==> src/rtl/core/dcymd_pkg.sv <==
// Types, constants and calendar functions for the date check and difference core.
// No dependencies; used by the core and its checker.
package dcymd_pkg;

    localparam int unsigned YEAR_W  = 12;
    localparam int unsigned MONTH_W = 4;
    localparam int unsigned DAY_W   = 5;

    localparam logic [YEAR_W-1:0]  MAX_YEAR_RESET = 12'd2021;
    localparam logic [MONTH_W-1:0] MONTH_JAN      = 4'd1;
    localparam logic [MONTH_W-1:0] MONTH_FEB      = 4'd2;
    localparam logic [MONTH_W-1:0] MONTH_APR      = 4'd4;
    localparam logic [MONTH_W-1:0] MONTH_JUN      = 4'd6;
    localparam logic [MONTH_W-1:0] MONTH_SEP      = 4'd9;
    localparam logic [MONTH_W-1:0] MONTH_NOV      = 4'd11;
    localparam logic [MONTH_W-1:0] MONTH_DEC      = 4'd12;
    localparam logic [MONTH_W:0]   MONTHS_PER_YEAR = 5'd12;
    localparam logic [MONTH_W-1:0] MAX_DIFF_MONTHS = 4'd11;
    localparam logic [DAY_W-1:0]   MAX_DIFF_DAYS   = 5'd30;
    localparam logic [DAY_W-1:0]   DAYS_31 = 5'd31;
    localparam logic [DAY_W-1:0]   DAYS_30 = 5'd30;
    localparam logic [DAY_W-1:0]   DAYS_29 = 5'd29;
    localparam logic [DAY_W-1:0]   DAYS_28 = 5'd28;

    // Divisibility by 25 on 12 bits: multiply by the inverse mod 4096, then bound.
    localparam logic [2*YEAR_W-1:0] INV25_MOD4096 = 24'd3113;
    localparam logic [YEAR_W-1:0]   DIV25_LIMIT   = 12'd163;

    typedef enum logic [1:0] {
        ORDER_SAME          = 2'd0,
        ORDER_FIRST_EARLIER = 2'd1,
        ORDER_FIRST_LATER   = 2'd2
    } order_t;

    typedef struct packed {
        logic [5:0]         pad;
        logic [DAY_W-1:0]   second_day;
        logic [MONTH_W-1:0] second_month;
        logic [YEAR_W-1:0]  second_year;
        logic [DAY_W-1:0]   first_day;
        logic [MONTH_W-1:0] first_month;
        logic [YEAR_W-1:0]  first_year;
    } in_item_t;

    typedef struct packed {
        logic [6:0]         pad;
        logic [DAY_W-1:0]   diff_days;
        logic [MONTH_W-1:0] diff_months;
        logic [YEAR_W-1:0]  diff_years;
        order_t             order;
        logic               second_valid;
        logic               first_valid;
    } out_item_t;

    function automatic logic is_leap(input logic [YEAR_W-1:0] y);
        logic [2*YEAR_W-1:0] prod;
        logic                div4;
        logic                div16;
        logic                div25;
        prod  = {{YEAR_W{1'b0}}, y} * INV25_MOD4096;
        div4  = (y[1:0] == 2'b00);
        div16 = (y[3:0] == 4'b0000);
        div25 = (prod[YEAR_W-1:0] <= DIV25_LIMIT);
        return (div4 && !div25) || (div16 && div25);
    endfunction

    function automatic logic [DAY_W-1:0] month_len(input logic [MONTH_W-1:0] m,
                                                   input logic leap);
        logic [DAY_W-1:0] len;
        len = DAYS_31;
        if (m == MONTH_FEB)
            len = leap ? DAYS_29 : DAYS_28;
        else if (m == MONTH_APR || m == MONTH_JUN || m == MONTH_SEP || m == MONTH_NOV)
            len = DAYS_30;
        return len;
    endfunction

    function automatic logic date_ok(input logic [YEAR_W-1:0]  y,
                                     input logic [MONTH_W-1:0] m,
                                     input logic [DAY_W-1:0]   d,
                                     input logic               leap,
                                     input logic [YEAR_W-1:0]  max_year);
        logic y_ok;
        logic m_ok;
        logic d_ok;
        y_ok = (y != '0) && (y <= max_year);
        m_ok = (m >= MONTH_JAN) && (m <= MONTH_DEC);
        d_ok = (d != '0) && (d <= month_len(m, leap));
        return y_ok && m_ok && d_ok;
    endfunction

endpackage

==> src/rtl/core/date_check_and_ymd_difference_core.sv <==
// Date check and year/month/day difference core, top level.
// Depends on dcymd_pkg.
//
// Usage:
//   s_tdata carries one date pair per item; m_tdata carries one result per item.
//   cfg_we/cfg_wdata write max_year, the greatest year accepted; write it only
//   while the core is empty.
//   Each item passes an input register, one stage of date checks, ordering and
//   borrow arithmetic, and a result register that drives m_tvalid and m_tdata.
//   Throughput is one item per cycle while m_tready stays high, set by the
//   single input-to-result stage. When the receiver stalls, the result register
//   holds; the input register still takes one more item, after which s_tready
//   drops until m_tready returns.
//   Reset empties both registers and sets max_year to 2021.
module date_check_and_ymd_difference_core
(
    input  logic        clk,
    input  logic        rst_n,
    input  logic        s_tvalid,
    output logic        s_tready,
    // first_year, first_month, first_day, second_year, second_month,
    // second_day, zero pad
    input  logic [47:0] s_tdata,
    output logic        m_tvalid,
    input  logic        m_tready,
    // first_valid, second_valid, order, diff_years, diff_months,
    // diff_days, zero pad
    output logic [31:0] m_tdata,
    input  logic        cfg_we,
    input  logic [11:0] cfg_wdata
);

    logic                     in_valid_reg;
    dcymd_pkg::in_item_t      in_item_reg;
    logic                     out_valid_reg;
    dcymd_pkg::out_item_t     out_item_reg;
    dcymd_pkg::out_item_t     out_item_next;
    logic [11:0]              max_year_reg;
    logic                     advance;
    logic                     s_fire;

    logic        leap1;
    logic        leap2;
    logic        v1;
    logic        v2;
    logic [20:0] k1;
    logic [20:0] k2;
    logic        first_earlier;
    logic [11:0] ly;
    logic [3:0]  lm;
    logic [4:0]  ld;
    logic [11:0] ey;
    logic [3:0]  em;
    logic [4:0]  ed;
    logic        lleap;
    logic [4:0]  plen;
    logic [4:0]  ec;
    logic        day_borrow;
    logic [5:0]  dd_wide;
    logic [4:0]  lm1;
    logic        month_borrow;
    logic [4:0]  dm_wide;
    logic [11:0] dy;

    assign advance  = !out_valid_reg || m_tready;
    assign s_tready = !in_valid_reg || advance;
    assign s_fire   = s_tvalid && s_tready;
    assign m_tvalid = out_valid_reg;
    assign m_tdata  = out_item_reg;

    always_ff @(posedge clk or negedge rst_n)
    begin
        if (!rst_n)
        begin
            in_valid_reg  <= 1'b0;
            out_valid_reg <= 1'b0;
            max_year_reg  <= dcymd_pkg::MAX_YEAR_RESET;
        end
        else
        begin
            if (s_tready)
                in_valid_reg <= s_tvalid;
            if (advance)
                out_valid_reg <= in_valid_reg;
            if (cfg_we)
                max_year_reg <= cfg_wdata;
        end
    end

    always_ff @(posedge clk)
    begin
        if (s_fire)
            in_item_reg <= s_tdata;
        if (advance && in_valid_reg)
            out_item_reg <= out_item_next;
    end

    always_comb
    begin
        leap1 = dcymd_pkg::is_leap(in_item_reg.first_year);
        leap2 = dcymd_pkg::is_leap(in_item_reg.second_year);
        v1 = dcymd_pkg::date_ok(in_item_reg.first_year, in_item_reg.first_month,
                                in_item_reg.first_day, leap1, max_year_reg);
        v2 = dcymd_pkg::date_ok(in_item_reg.second_year, in_item_reg.second_month,
                                in_item_reg.second_day, leap2, max_year_reg);
        k1 = {in_item_reg.first_year, in_item_reg.first_month, in_item_reg.first_day};
        k2 = {in_item_reg.second_year, in_item_reg.second_month, in_item_reg.second_day};
        first_earlier = (k1 < k2);

        if (first_earlier)
        begin
            ly    = in_item_reg.second_year;
            lm    = in_item_reg.second_month;
            ld    = in_item_reg.second_day;
            lleap = leap2;
            ey    = in_item_reg.first_year;
            em    = in_item_reg.first_month;
            ed    = in_item_reg.first_day;
        end
        else
        begin
            ly    = in_item_reg.first_year;
            lm    = in_item_reg.first_month;
            ld    = in_item_reg.first_day;
            lleap = leap1;
            ey    = in_item_reg.second_year;
            em    = in_item_reg.second_month;
            ed    = in_item_reg.second_day;
        end

        // January borrows the December before it.
        plen = (lm == dcymd_pkg::MONTH_JAN) ? dcymd_pkg::DAYS_31
             : dcymd_pkg::month_len(4'(lm - 4'd1), lleap);
        ec         = (ed > plen) ? plen : ed;
        day_borrow = (ld < ed);
        dd_wide    = day_borrow ? (({1'b0, ld} + {1'b0, plen}) - {1'b0, ec})
                                : ({1'b0, ld} - {1'b0, ed});
        lm1          = day_borrow ? ({1'b0, lm} - 5'd1) : {1'b0, lm};
        month_borrow = (lm1 < {1'b0, em});
        dm_wide      = month_borrow ? ((lm1 + dcymd_pkg::MONTHS_PER_YEAR) - {1'b0, em})
                                    : (lm1 - {1'b0, em});
        dy           = month_borrow ? ((ly - 12'd1) - ey) : (ly - ey);

        out_item_next              = '0;
        out_item_next.first_valid  = v1;
        out_item_next.second_valid = v2;
        if (v1 && v2 && (k1 != k2))
        begin
            out_item_next.order       = first_earlier ? dcymd_pkg::ORDER_FIRST_EARLIER
                                                      : dcymd_pkg::ORDER_FIRST_LATER;
            out_item_next.diff_years  = dy;
            out_item_next.diff_months = dm_wide[3:0];
            out_item_next.diff_days   = dd_wide[4:0];
        end
        else
        begin
            out_item_next.order = dcymd_pkg::ORDER_SAME;
        end
    end

endmodule

==> config.mk <==
export PLATFORM = sky130hd
export DESIGN_NAME = date_check_and_ymd_difference_core
export DESIGN_NICKNAME = d
export VERILOG_FILES = /design/src/rtl/core/dcymd_pkg.sv /design/src/rtl/core/date_check_and_ymd_difference_core.sv
export SDC_FILE = /design/constraint.sdc
export NUM_CORES = 1
export LEC_CHECK = 0
export BUFFER_PORTS_ARGS = -buffer_cell sky130_fd_sc_hd__buf_2
export CORE_MARGIN = 10
export CORE_UTILIZATION = 60
export CTS_CLUSTER_DIAMETER = 200
export DETAILED_ROUTE_END_ITERATION = 10
export HOLD_SLACK_MARGIN = 0.03
export PLACE_DENSITY = 0.82
export SLEW_MARGIN = 30
export SYNTH_ARGS = -nofsm -noshare
export SYNTH_HDL_FRONTEND = slang
export SYNTH_SLANG_ARGS = --single-unit
export TNS_END_PERCENT = 10
==> constraint.sdc <==
create_clock -name clk -period 7.14 [get_ports clk]
set_input_delay 1.071 -clock clk [delete_from_list [all_inputs] [get_ports clk]]
set_output_delay 1.071 -clock clk [all_outputs]
set_load 0.1 [all_outputs]
### Yosys cells after proc, flatten, opt, wreduce, memory -nomap -nowiden

Index checks and enable logic that the tools add are counted.

* input bits: 65
* output and inout port bits: 34
* logic and storage cells: 125
* bits in registers: 81

* reduce and logical (&&, ||, !) cells: 43
* multiply operators: 2
* mux-type cells: 23
* magnitude comparators: 14
* add/subtract/negate cells: 11
* eq/ne operators: 17

Operator list (count)
* 12-bit 2-to-1 mux: 3
* 5-bit 2-to-1 mux: 6
* 4-bit by 3-bit equality test with 1-bit output, second input constant: 6
* 4-bit equality test, second input constant: 6
* 12-bit <= comparator: 2
* 12-bit by 8-bit <= comparator with 1-bit output, second input constant: 2
* 12-bit by 11-bit multiplier with 12-bit output, second input constant: 2
* 12-bit nonzero test: 2
* 12-bit subtractor: 2
* 21-bit < comparator: 1
* 21-bit != test: 1
* 1-bit logical AND: 18
* 1-bit logical OR: 13
* 4-bit by 2-bit equality test with 1-bit output, second input constant: 3
* 4-bit 2-to-1 mux: 3
* 12-bit by 1-bit subtractor with 12-bit output, second input constant: 1
* 5-bit <= comparator: 2
* 5-bit nonzero test: 2
* 5-bit subtractor: 2
* 4-bit by 1-bit >= comparator with 1-bit output, second input constant: 2
* 4-bit <= comparator, second input constant: 2
* 4-bit zero test: 2
* 2-bit 2-to-1 mux: 4
* 4-bit subtractor: 2
* other kinds (11): 21

### Longest topological paths before layout

Gate-level depths: netlist (run 1).

* depth after elaboration: 14
* mapped depth: 37
* gate-level depth less buffers: 34

### Worst setup path before layout (run 1)

No wires, ideal clock.

* path type: register to register
* start point: register in_item_reg[3] (netlist name)
* end point: register out_item_reg (netlist bit m_tdata[24]) (data pin)
* path slack: 0.560 ns
* clock period less this slack: 6.580 ns
* stages on the path, launching flop included: 29
* setup time: 0.167 ns
* arrival: 6.413 ns
* path buffers: 0
* data required time: 6.973 ns
* cell sequence: edfxtp_1 -> ha_1 -> inv_1 -> fa_1 -> inv_1 -> ha_1 -> ha_1 -> a21o_1 -> a21oi_1 -> o21bai_1 -> a21oi_1 -> xnor2_1 -> o41ai_1 -> mux2i_1 -> a311o_1 -> a211oi_2 -> inv_1 -> ha_1 -> a2111oi_0 -> nand3_1 -> mux2_2 -> fa_1 -> fa_1 -> inv_1 -> a21o_1 -> a21oi_1 -> xnor2_1 -> nor2_1 -> a211oi_1

* word-level cells in the longest chain between the ends: 14
* elaborated cells on any way between the ends: 45
* classes of those cells: add/sub: 4; mul: 1; order compare: 6; eq/ne: 7; mux: 12; reduce/logical: 15

RTL lines
* start: declaration: RTL line date_check_and_ymd_difference_core.sv:34 `dcymd_pkg::in_item_t in_item_reg;`
* start signal: assignment: RTL line date_check_and_ymd_difference_core.sv:93 `in_item_reg <= s_tdata;`
* parallel branches: the longest is 14 deep, another holds 12-bit by 11-bit multiplier with 12-bit output
* end signal: assignment: RTL line date_check_and_ymd_difference_core.sv:95 `out_item_reg <= out_item_next;`
* end: declaration: RTL line date_check_and_ymd_difference_core.sv:36 `dcymd_pkg::out_item_t out_item_reg;`

Parallel ways; which one is timed is not known.
A chain may end at the register's enable or synchronous reset.

### Final worst setup path (run 1)

* start point: register in_item_reg[22] (netlist name)
* end point: register out_item_reg (netlist bit m_tdata[24]) (data pin)

Same word-level chain as after synthesis.

==> PnR_summary.wiki, run 1 <==
{| class="wikitable"
! Metric !! Value
|-
| Longest individual stage delay on the worst path || 0.51 ns
|-
| CTS Root Buffer Type || sky130_fd_sc_hd__clkbuf_16
|-
| Critical path arrival || 7.04 ns
|-
| Total clock sinks || 81
|-
| Maximum number of pins on one net before global-route repair || 43
|-
| Count of input and output buffers || 85
|-
| Post-detail-place hpwl || 14700 µm
|-
| Max FO, Critical Path || 2
|-
| Minimum period implied by the final worst setup slack || 6.83 ns
|-
| Worst setup path category || register to register
|-
| Setup crit start || in_item_reg[22]
|-
| Netlist cell types || 83
|-
| Die outline height || 131 µm
|-
| Core footprint || 12100 µm²
|-
| Worst relative slew slack || 64.6%
|-
| Cell-internal power || 0.00118 W
|-
| CP startpoint kind || register
|-
| Cell with the largest stage delay on the worst path || sky130_fd_sc_hd__fa_1
|-
| Synthesis Warnings || 0
|-
| Clock buffers created by TritonCTS || 9
|-
| Average instance area after synthesis || 9.53 µm²
|-
| First drt pass iteration count || 5
|-
| Net switching power || 0.000849 W
|-
| Total of max-cap violations || 0
|-
| Final setup fails || 0
|-
| Number of placed instances, taps included || 1049
|-
| Share of final-layout standard cells stronger than drive strength 1 || 19.5%
|-
| Number of DRC markers after the initial detailed-route iteration || 510
|-
| Reg power frac || 29.1%
|-
| Setup Skew || 0.0138 ns
|-
| Residual antenna-violating net count after detailed routing || 0
|-
| Power Density || 237 nW/µm²
|-
| Synth-to-Final Area Change || 15.0%
|-
| Io pins || 99
|-
| Classification of the worst-slack hold path || register to register
|-
| Starting Density || 61.6%
|-
| Clk slew on worst S/H paths || 0.07 ns
|-
| Post-CTS Hold Fix Bufs || 0
|-
| Top FF cell, synth || sky130_fd_sc_hd__edfxtp_1
|-
| Post-route fraction of the period consumed by the critical path || 95.6%
|-
| Post-Syn Area || 7460 µm²
|-
| Number of synthesized register bits || 81
|-
| Startpoint of the worst hold path || in_valid_reg
|-
| Max rail drop VDD || 187 µV
|-
| CTS tree || yes
|-
| Fraction of power consumed by combinational cells || 50.5%
|-
| Kind of cell adding the most delay to the critical path || adder cells
|-
| Post-Syn Instances || 782
|-
| Upper clock frequency limit || 0.146 GHz
|-
| Diode count || 0
|-
| Largest register FFs || 42
|-
| Placer Congestion || 0.977
|-
| Die X || 131 µm
|-
| Number of flops mapped to enable cells by yosys || 67
|-
| Setup TNS Final || 0 ns
|-
| Number of H-tree levels || 3
|-
| Category of the worst setup path capture point || register
|-
| DR vias || 6185
|-
| FP Rows || 40
|-
| Floorplan die area || 17300 µm²
|-
| DR DRC count || 0
|-
| Synth async-reset ratio || 17.3%
|-
| Clock power share || 20.4%
|-
| Wire length of the first global-routing pass || 30700 µm
|-
| Total Routed Length || 18700 µm
|-
| Count of buffer and inverter cells on the critical path || 5
|-
| Pleak || 4.00 nW
|-
| Sw Share || 41.8%
|-
| Reg2Reg Launch Point || in_item_reg[22]
|-
| Critical path required time || 7.35 ns
|-
| Clock latency of the later-clocked register in the worst-skew pair || 0.36 ns
|-
| Number of global-route vias before repair || 6198
|-
| Clk buf depth || 2
|-
| Final Net Count || 1098
|-
| Least-Margin Pin Slew || 0.516 ns
|-
| Number of pins exceeding their max-slew limit in the final report || 0
|-
| Post-synthesis sequential area ratio || 31.8%
|-
| Number of standard cells in the layout, taps in and fillers out || 1069
|-
| Total count of hold-check failures in the final report || 0
|-
| Overflow left after global routing || 0
|-
| Global routing usage summed across all routing layers || 21.4%
|-
| Result of the run || finished, final reports clean
|-
| Antenna violations before repair || 0
|-
| Routed length per instance || 17.5 µm
|-
| Ratio of routed vias to standard cells || 5.79
|}
==> placed cells by master (no fill, tap or decap), types with 6 or more instances in the layout <==
master / instances
sky130_fd_sc_hd__nor2b_1: 6
sky130_fd_sc_hd__edfxtp_1: 67
sky130_fd_sc_hd__fa_1: 16
sky130_fd_sc_hd__o21ai_0: 34
sky130_fd_sc_hd__buf_4: 38
sky130_fd_sc_hd__dfrtp_1: 6
sky130_fd_sc_hd__inv_1: 92
sky130_fd_sc_hd__a21oi_1: 44
sky130_fd_sc_hd__a21o_1: 19
sky130_fd_sc_hd__nor2_1: 55
sky130_fd_sc_hd__nand4_1: 7
sky130_fd_sc_hd__dfstp_2: 8
sky130_fd_sc_hd__mux2i_1: 6
sky130_fd_sc_hd__conb_1: 7
sky130_fd_sc_hd__xnor2_1: 33
sky130_fd_sc_hd__clkbuf_16: 9
sky130_fd_sc_hd__buf_2: 85
sky130_fd_sc_hd__nand2_1: 58
sky130_fd_sc_hd__xor2_1: 10
sky130_fd_sc_hd__nand2b_1: 8
sky130_fd_sc_hd__nand3_1: 9
sky130_fd_sc_hd__a31oi_1: 11
sky130_fd_sc_hd__ha_1: 119
sky130_fd_sc_hd__o21bai_1: 6
sky130_fd_sc_hd__nor3_1: 16
sky130_fd_sc_hd__nor4_1: 8
sky130_fd_sc_hd__o22ai_1: 8
==> power groups by stage <==
stage / Clock, W / Combinational (W) / Sequential, W
after floorplan: 0 / 0.000630 / 0.000735
after global placement: 0 / 0.000937 / 0.000600
after detailed placement: 0 / 0.000974 / 0.000601
after CTS: 0.000417 / 0.000987 / 0.000591
after global routing: 0.000436 / 0.00114 / 0.000596
final: 0.000414 / 0.00103 / 0.000591
==> per-layer routing <==
metal / track usage [%] / wire (µm) / vias to the layer above
li1: - / - / 3026
met1: 28.0 / 8200 / 2871
met2: 33.2 / 8440 / 252
met3: 5.30 / 1650 / 36
met4: 8.34 / 439 / 0
met5: 0 / 0 / -
==> final cells by class <==
| class | count | area (µm²) |
|---|---|---|
| clock inverters | 4 | 21.3 |
| repair buffers | 124 | 722 |
| fillers | 966 | 3540 |
| multi-input cells | 588 | 4670 |
| flip-flops and latches | 81 | 2370 |
| inverters | 93 | 349 |
| well taps | 168 | 210 |
| clock buffers | 11 | 233 |
==> stage by stage <==
stage / power (W) / area [µm²] / utilization [%] / hold slack [ns] / worst slack (ns)
5_1_grt: 0.00217 / 8580 / 70.8 / 0.511 / -0.0312
3_3_place_gp: 0.00154 / 8210 / 67.8 / 0.470 / 0.252
6_report: 0.00203 / 8580 / 70.8 / 0.483 / 0.311
2_1_floorplan: 0.00137 / 7480 / - / 0.449 / 0.560
4_1_cts: 0.00200 / 8480 / 70.0 / 0.491 / 0.0591
3_5_place_dp: 0.00157 / 8220 / 67.9 / 0.478 / 0.152
==> synth_stat cells, drive strengths merged, types with 6 or more instances <==
library cell,instances,area share (%)
ha,119,20
inv,92,4.6
edfxtp,67,27
nand2,60,3.2
nor2,56,2.9
a21oi,49,3.4
o21ai,37,2.5
xnor2,34,4.0
a21o,19,1.9
fa,17,4.6
nor3,16,1.1
buf,15,1.5
a31oi,11,0.92
clkbuf,11,0.55
xor2,10,1.2
nand3,9,0.60
nor4,9,0.96
a211oi,8,0.87
dfstp,8,2.8
nand2b,8,0.67
nand4,8,0.76
o22ai,8,0.67
o21bai,7,0.70
dfrtp,6,2.0
mux2i,6,0.81
nor2b,6,0.50
o21a,6,0.62
==> worst paths after layout <==
kind	to	slack [ns]	cells past startpoint
setup / recovery	m_tdata[24]	0.31	29
hold / removal	m_tvalid	0.48	1
setup reg to reg	m_tdata[24]	0.31	29
hold reg to reg	m_tvalid	0.48	1
max in group asynchronous	max_year_reg[2]	6.26	1
min in group asynchronous	max_year_reg[4]	0.60	1
==> cells by family after synthesis <==
kind of cell	count (synthesis)	synth area share, %
xor gates and xnor gates	44	5.17
other	1	0.0503
muxes	11	1.56
and+or+nand+nor	200	13.4
AOI/OAI and AO/OA	190	16.8
DFF	81	31.8
adders and majority gates	136	24.5
buffers and inverters	119	6.71
==> worst register-to-register path, delay by kind of cell, from the launching register on <==
family | cells | cell delay (ns)
AOI/OAI and AO/OA | 10 | 2.14
xor gates and xnor gates | 2 | 0.23
adders and majority gates | 7 | 2.70
buffers and inverters | 5 | 0.43
DFF | 1 | 0.41
muxes | 2 | 0.40
and+or+nand+nor | 3 | 0.34
==> repair_timing <==
| item | CTS | global route |
|---|---|---|
| gates resized for setup | 0 | 13 |
| setup buffers | 0 | 5 |
| setup endpoints to repair | 0 | 3 |
| hold endpoints to repair | 0 | 0 |
Power figures use the tool's default switching activity.
==> run 2: changes to the inputs <==
==> constraint.sdc (replaced) <==
create_clock -name clk -period 7.14 [get_ports clk]
set_input_delay 0.714 -clock clk [delete_from_list [all_inputs] [get_ports clk]]
set_output_delay 0.714 -clock clk [all_outputs]
set_load 0.1 [all_outputs]
==> run 2 against run 1 <==
Utilization increased by 0.17 points. Sequential cell count unchanged. Clock skew shrank 0.0016 ns. Die area stayed put.
==> PnR_summary.wiki, run 2 (synthesis results as in run 1) <==
{| class="wikitable"
! Metric !! Value
|-
| Result of the run || finished, final reports clean
|-
| Floorplan die area || 17300 µm² (unchanged)
|-
| Cell with the largest stage delay on the worst path || sky130_fd_sc_hd__fa_2
|-
| Ratio of routed vias to standard cells || 5.83 (+0.75%)
|-
| Classification of the worst-slack hold path || input pin to async pin
|-
| Routed length per instance || 17.1 µm (-2.4%)
|-
| Antenna violations before repair || 0 (unchanged)
|-
| DR DRC count || 0 (unchanged)
|-
| Critical path arrival || 7.11 ns (+0.07 ns)
|-
| Die X || 131 µm (unchanged)
|-
| Count of input and output buffers || 85 (unchanged)
|-
| Placer Congestion || 0.979 (+0.18%)
|-
| Final Net Count || 1094 (-0.36%)
|-
| Post-route worst hold slack || 0.247 ns (-0.237 ns)
|-
| Clock buffers created by TritonCTS || 9 (unchanged)
|-
| Share of final-layout standard cells stronger than drive strength 1 || 19.0% (-0.49 points)
|-
| Least-Margin Pin Slew || 0.493 ns (-0.0223 ns)
|-
| Maximum number of pins on one net before global-route repair || 43 (unchanged)
|-
| Io pins || 99 (unchanged)
|-
| CTS Root Buffer Type || sky130_fd_sc_hd__clkbuf_16
|-
| Clk buf depth || 2 (unchanged)
|-
| Global routing usage summed across all routing layers || 20.5% (-0.91 points)
|-
| Clk slew on worst S/H paths || 0.07 ns (about the same)
|-
| Leading cell type in the layout, fill and taps excluded || sky130_fd_sc_hd__ha_1
|-
| Longest individual stage delay on the worst path || 0.58 ns (+0.07 ns)
|-
| Reg2Reg Launch Point || in_item_reg[23]
|-
| Post-route fraction of the period consumed by the critical path || 97.0% (+1.3 points)
|-
| Number of DRC markers after the initial detailed-route iteration || 621 (+22%)
|-
| CTS tree || yes
|-
| Setup Skew || 0.0122 ns (-0.00159 ns)
|-
| Max FO, Critical Path || 4 (+2)
|-
| Clock latency of the later-clocked register in the worst-skew pair || 0.35 ns (about the same)
|-
| Total clock sinks || 81 (unchanged)
|-
| Overflow left after global routing || 0 (unchanged)
|-
| Largest register FFs || 42 (unchanged)
|-
| Total Routed Length || 18200 µm (-2.7%)
|-
| Count of buffer and inverter cells on the critical path || 5 (unchanged)
|-
| Post-CTS Hold Fix Bufs || 0 (unchanged)
|-
| Number of global-route vias before repair || 6075 (-2.0%)
|-
| Pleak || 4.01 nW (about the same)
|-
| Residual antenna-violating net count after detailed routing || 0 (unchanged)
|-
| First drt pass iteration count || 5 (unchanged)
|-
| Unrepaired setup endpoints after global routing || true
|-
| Worst setup path category || register to register
|-
| Worst relative slew slack || 66.2% (+1.5 points)
|-
| Upper clock frequency limit || 0.144 GHz (-1.4%)
|-
| Total of max-cap violations || 0 (unchanged)
|-
| Number of H-tree levels || 3 (unchanged)
|-
| Total design power || 0.00210 W (+3.5%)
|-
| Wire length of the first global-routing pass || 29400 µm (-4.0%)
|-
| Synth-to-Final Area Change || 15.3%
|-
| Total count of hold-check failures in the final report || 0 (unchanged)
|-
| Kind of cell adding the most delay to the critical path || adder cells
|-
| Power Density || 244 nW/µm² (+3.3%)
|-
| Core footprint || 12100 µm² (unchanged)
|-
| Max rail drop VDD || 209 µV (+12%)
|-
| Post-detail-place hpwl || 14200 µm (-3.7%)
|-
| Die outline height || 131 µm (unchanged)
|-
| DR vias || 6214 (+0.47%)
|-
| Minimum period implied by the final worst setup slack || 6.92 ns (+0.0940 ns)
|-
| Starting Density || 61.6% (unchanged)
|-
| FP Rows || 40 (unchanged)
|-
| Setup crit start || in_item_reg[23]
|-
| Critical path required time || 7.33 ns (-0.02 ns)
|-
| Category of the worst setup path capture point || register
|-
| Diode count || 0 (unchanged)
|-
| Final setup fails || 0 (unchanged)
|-
| Most frequent cells in the layout || sky130_fd_sc_hd__ha_1 (119), sky130_fd_sc_hd__inv_1 (92), sky130_fd_sc_hd__buf_2 (85), sky130_fd_sc_hd__edfxtp_1 (67), sky130_fd_sc_hd__nand2_1 (58)
|-
| CP startpoint kind || register
|-
| Number of pins exceeding their max-slew limit in the final report || 0 (unchanged)
|-
| Post-layout util || 71.0% (+0.17 points)
|}
-- run 2: changes by cell type in the layout (fill, tap and decap cells not counted), moves of 2 or more --
cell and delta:
sky130_fd_sc_hd__and2_2 +2, sky130_fd_sc_hd__a211oi_2 -2, sky130_fd_sc_hd__bufinv_16 +2, sky130_fd_sc_hd__a211oi_1 +2, sky130_fd_sc_hd__buf_4 -4
-- run 2: stage by stage --
stage	cells	area [µm²]	setup TNS, ns	setup WS [ns]
final	1066	8600	0	0.217
after global routing	1066	8600	-0.0139	-0.0139
after CTS	1060	8500	0	0.0255
after detailed placement	1044	8180	0	0.176
after global placement	1044	8180	0	0.291
after floorplan	788	7480	0	0.560
-- run 2: final timing paths --
path	depth (start not counted)	to	slack (ns)
worst max-delay path	28	m_tdata[24]	0.22
worst min-delay path	1	max_year_reg[4]	0.25
worst max register to register	28	m_tdata[24]	0.22
worst min register to register	1	m_tvalid	0.49
max in group asynchronous	1	max_year_reg[8]	6.61
min in group clk	1	m_tvalid	0.49
-- run 2: routing by layer --
metal  global-route usage, %  vias to the layer above  share of wire [%]
li1                        -                     3031                  -
met5                       0                        -                  0
met4                    8.16                        0                2.9
met2                    31.8                      264                 45
met1                    27.1                     2881                 44
met3                    4.65                       38                8.3
-- run 2: report_power, final --
group	internal (W)	switching, W
clock network	0.000315	0.000181
logic	0.000377	0.000634
registers	0.000568	0.0000255
total	0.00126	0.000841
-- run 2: cell type report --
class                           instances  area (µm²)
Clock buffer                           11         243
Clock inverter                          5        78.8
Fill cell                             936        3520
Inverter                               93         349
Multi-Input combinational cell        588        4640
Sequential cell                        81        2370
Tap cell                              168         210
Timing Repair Buffer                  120         701
-- run 2: timing repair --
| item | CTS | global route |
|---|---|---|
| endpoints found under the hold margin | 0 | 0 |
| buffers inserted | 0 | 5 |
| setup endpoints to repair | 0 | 3 |
| resized for setup | 0 | 8 |
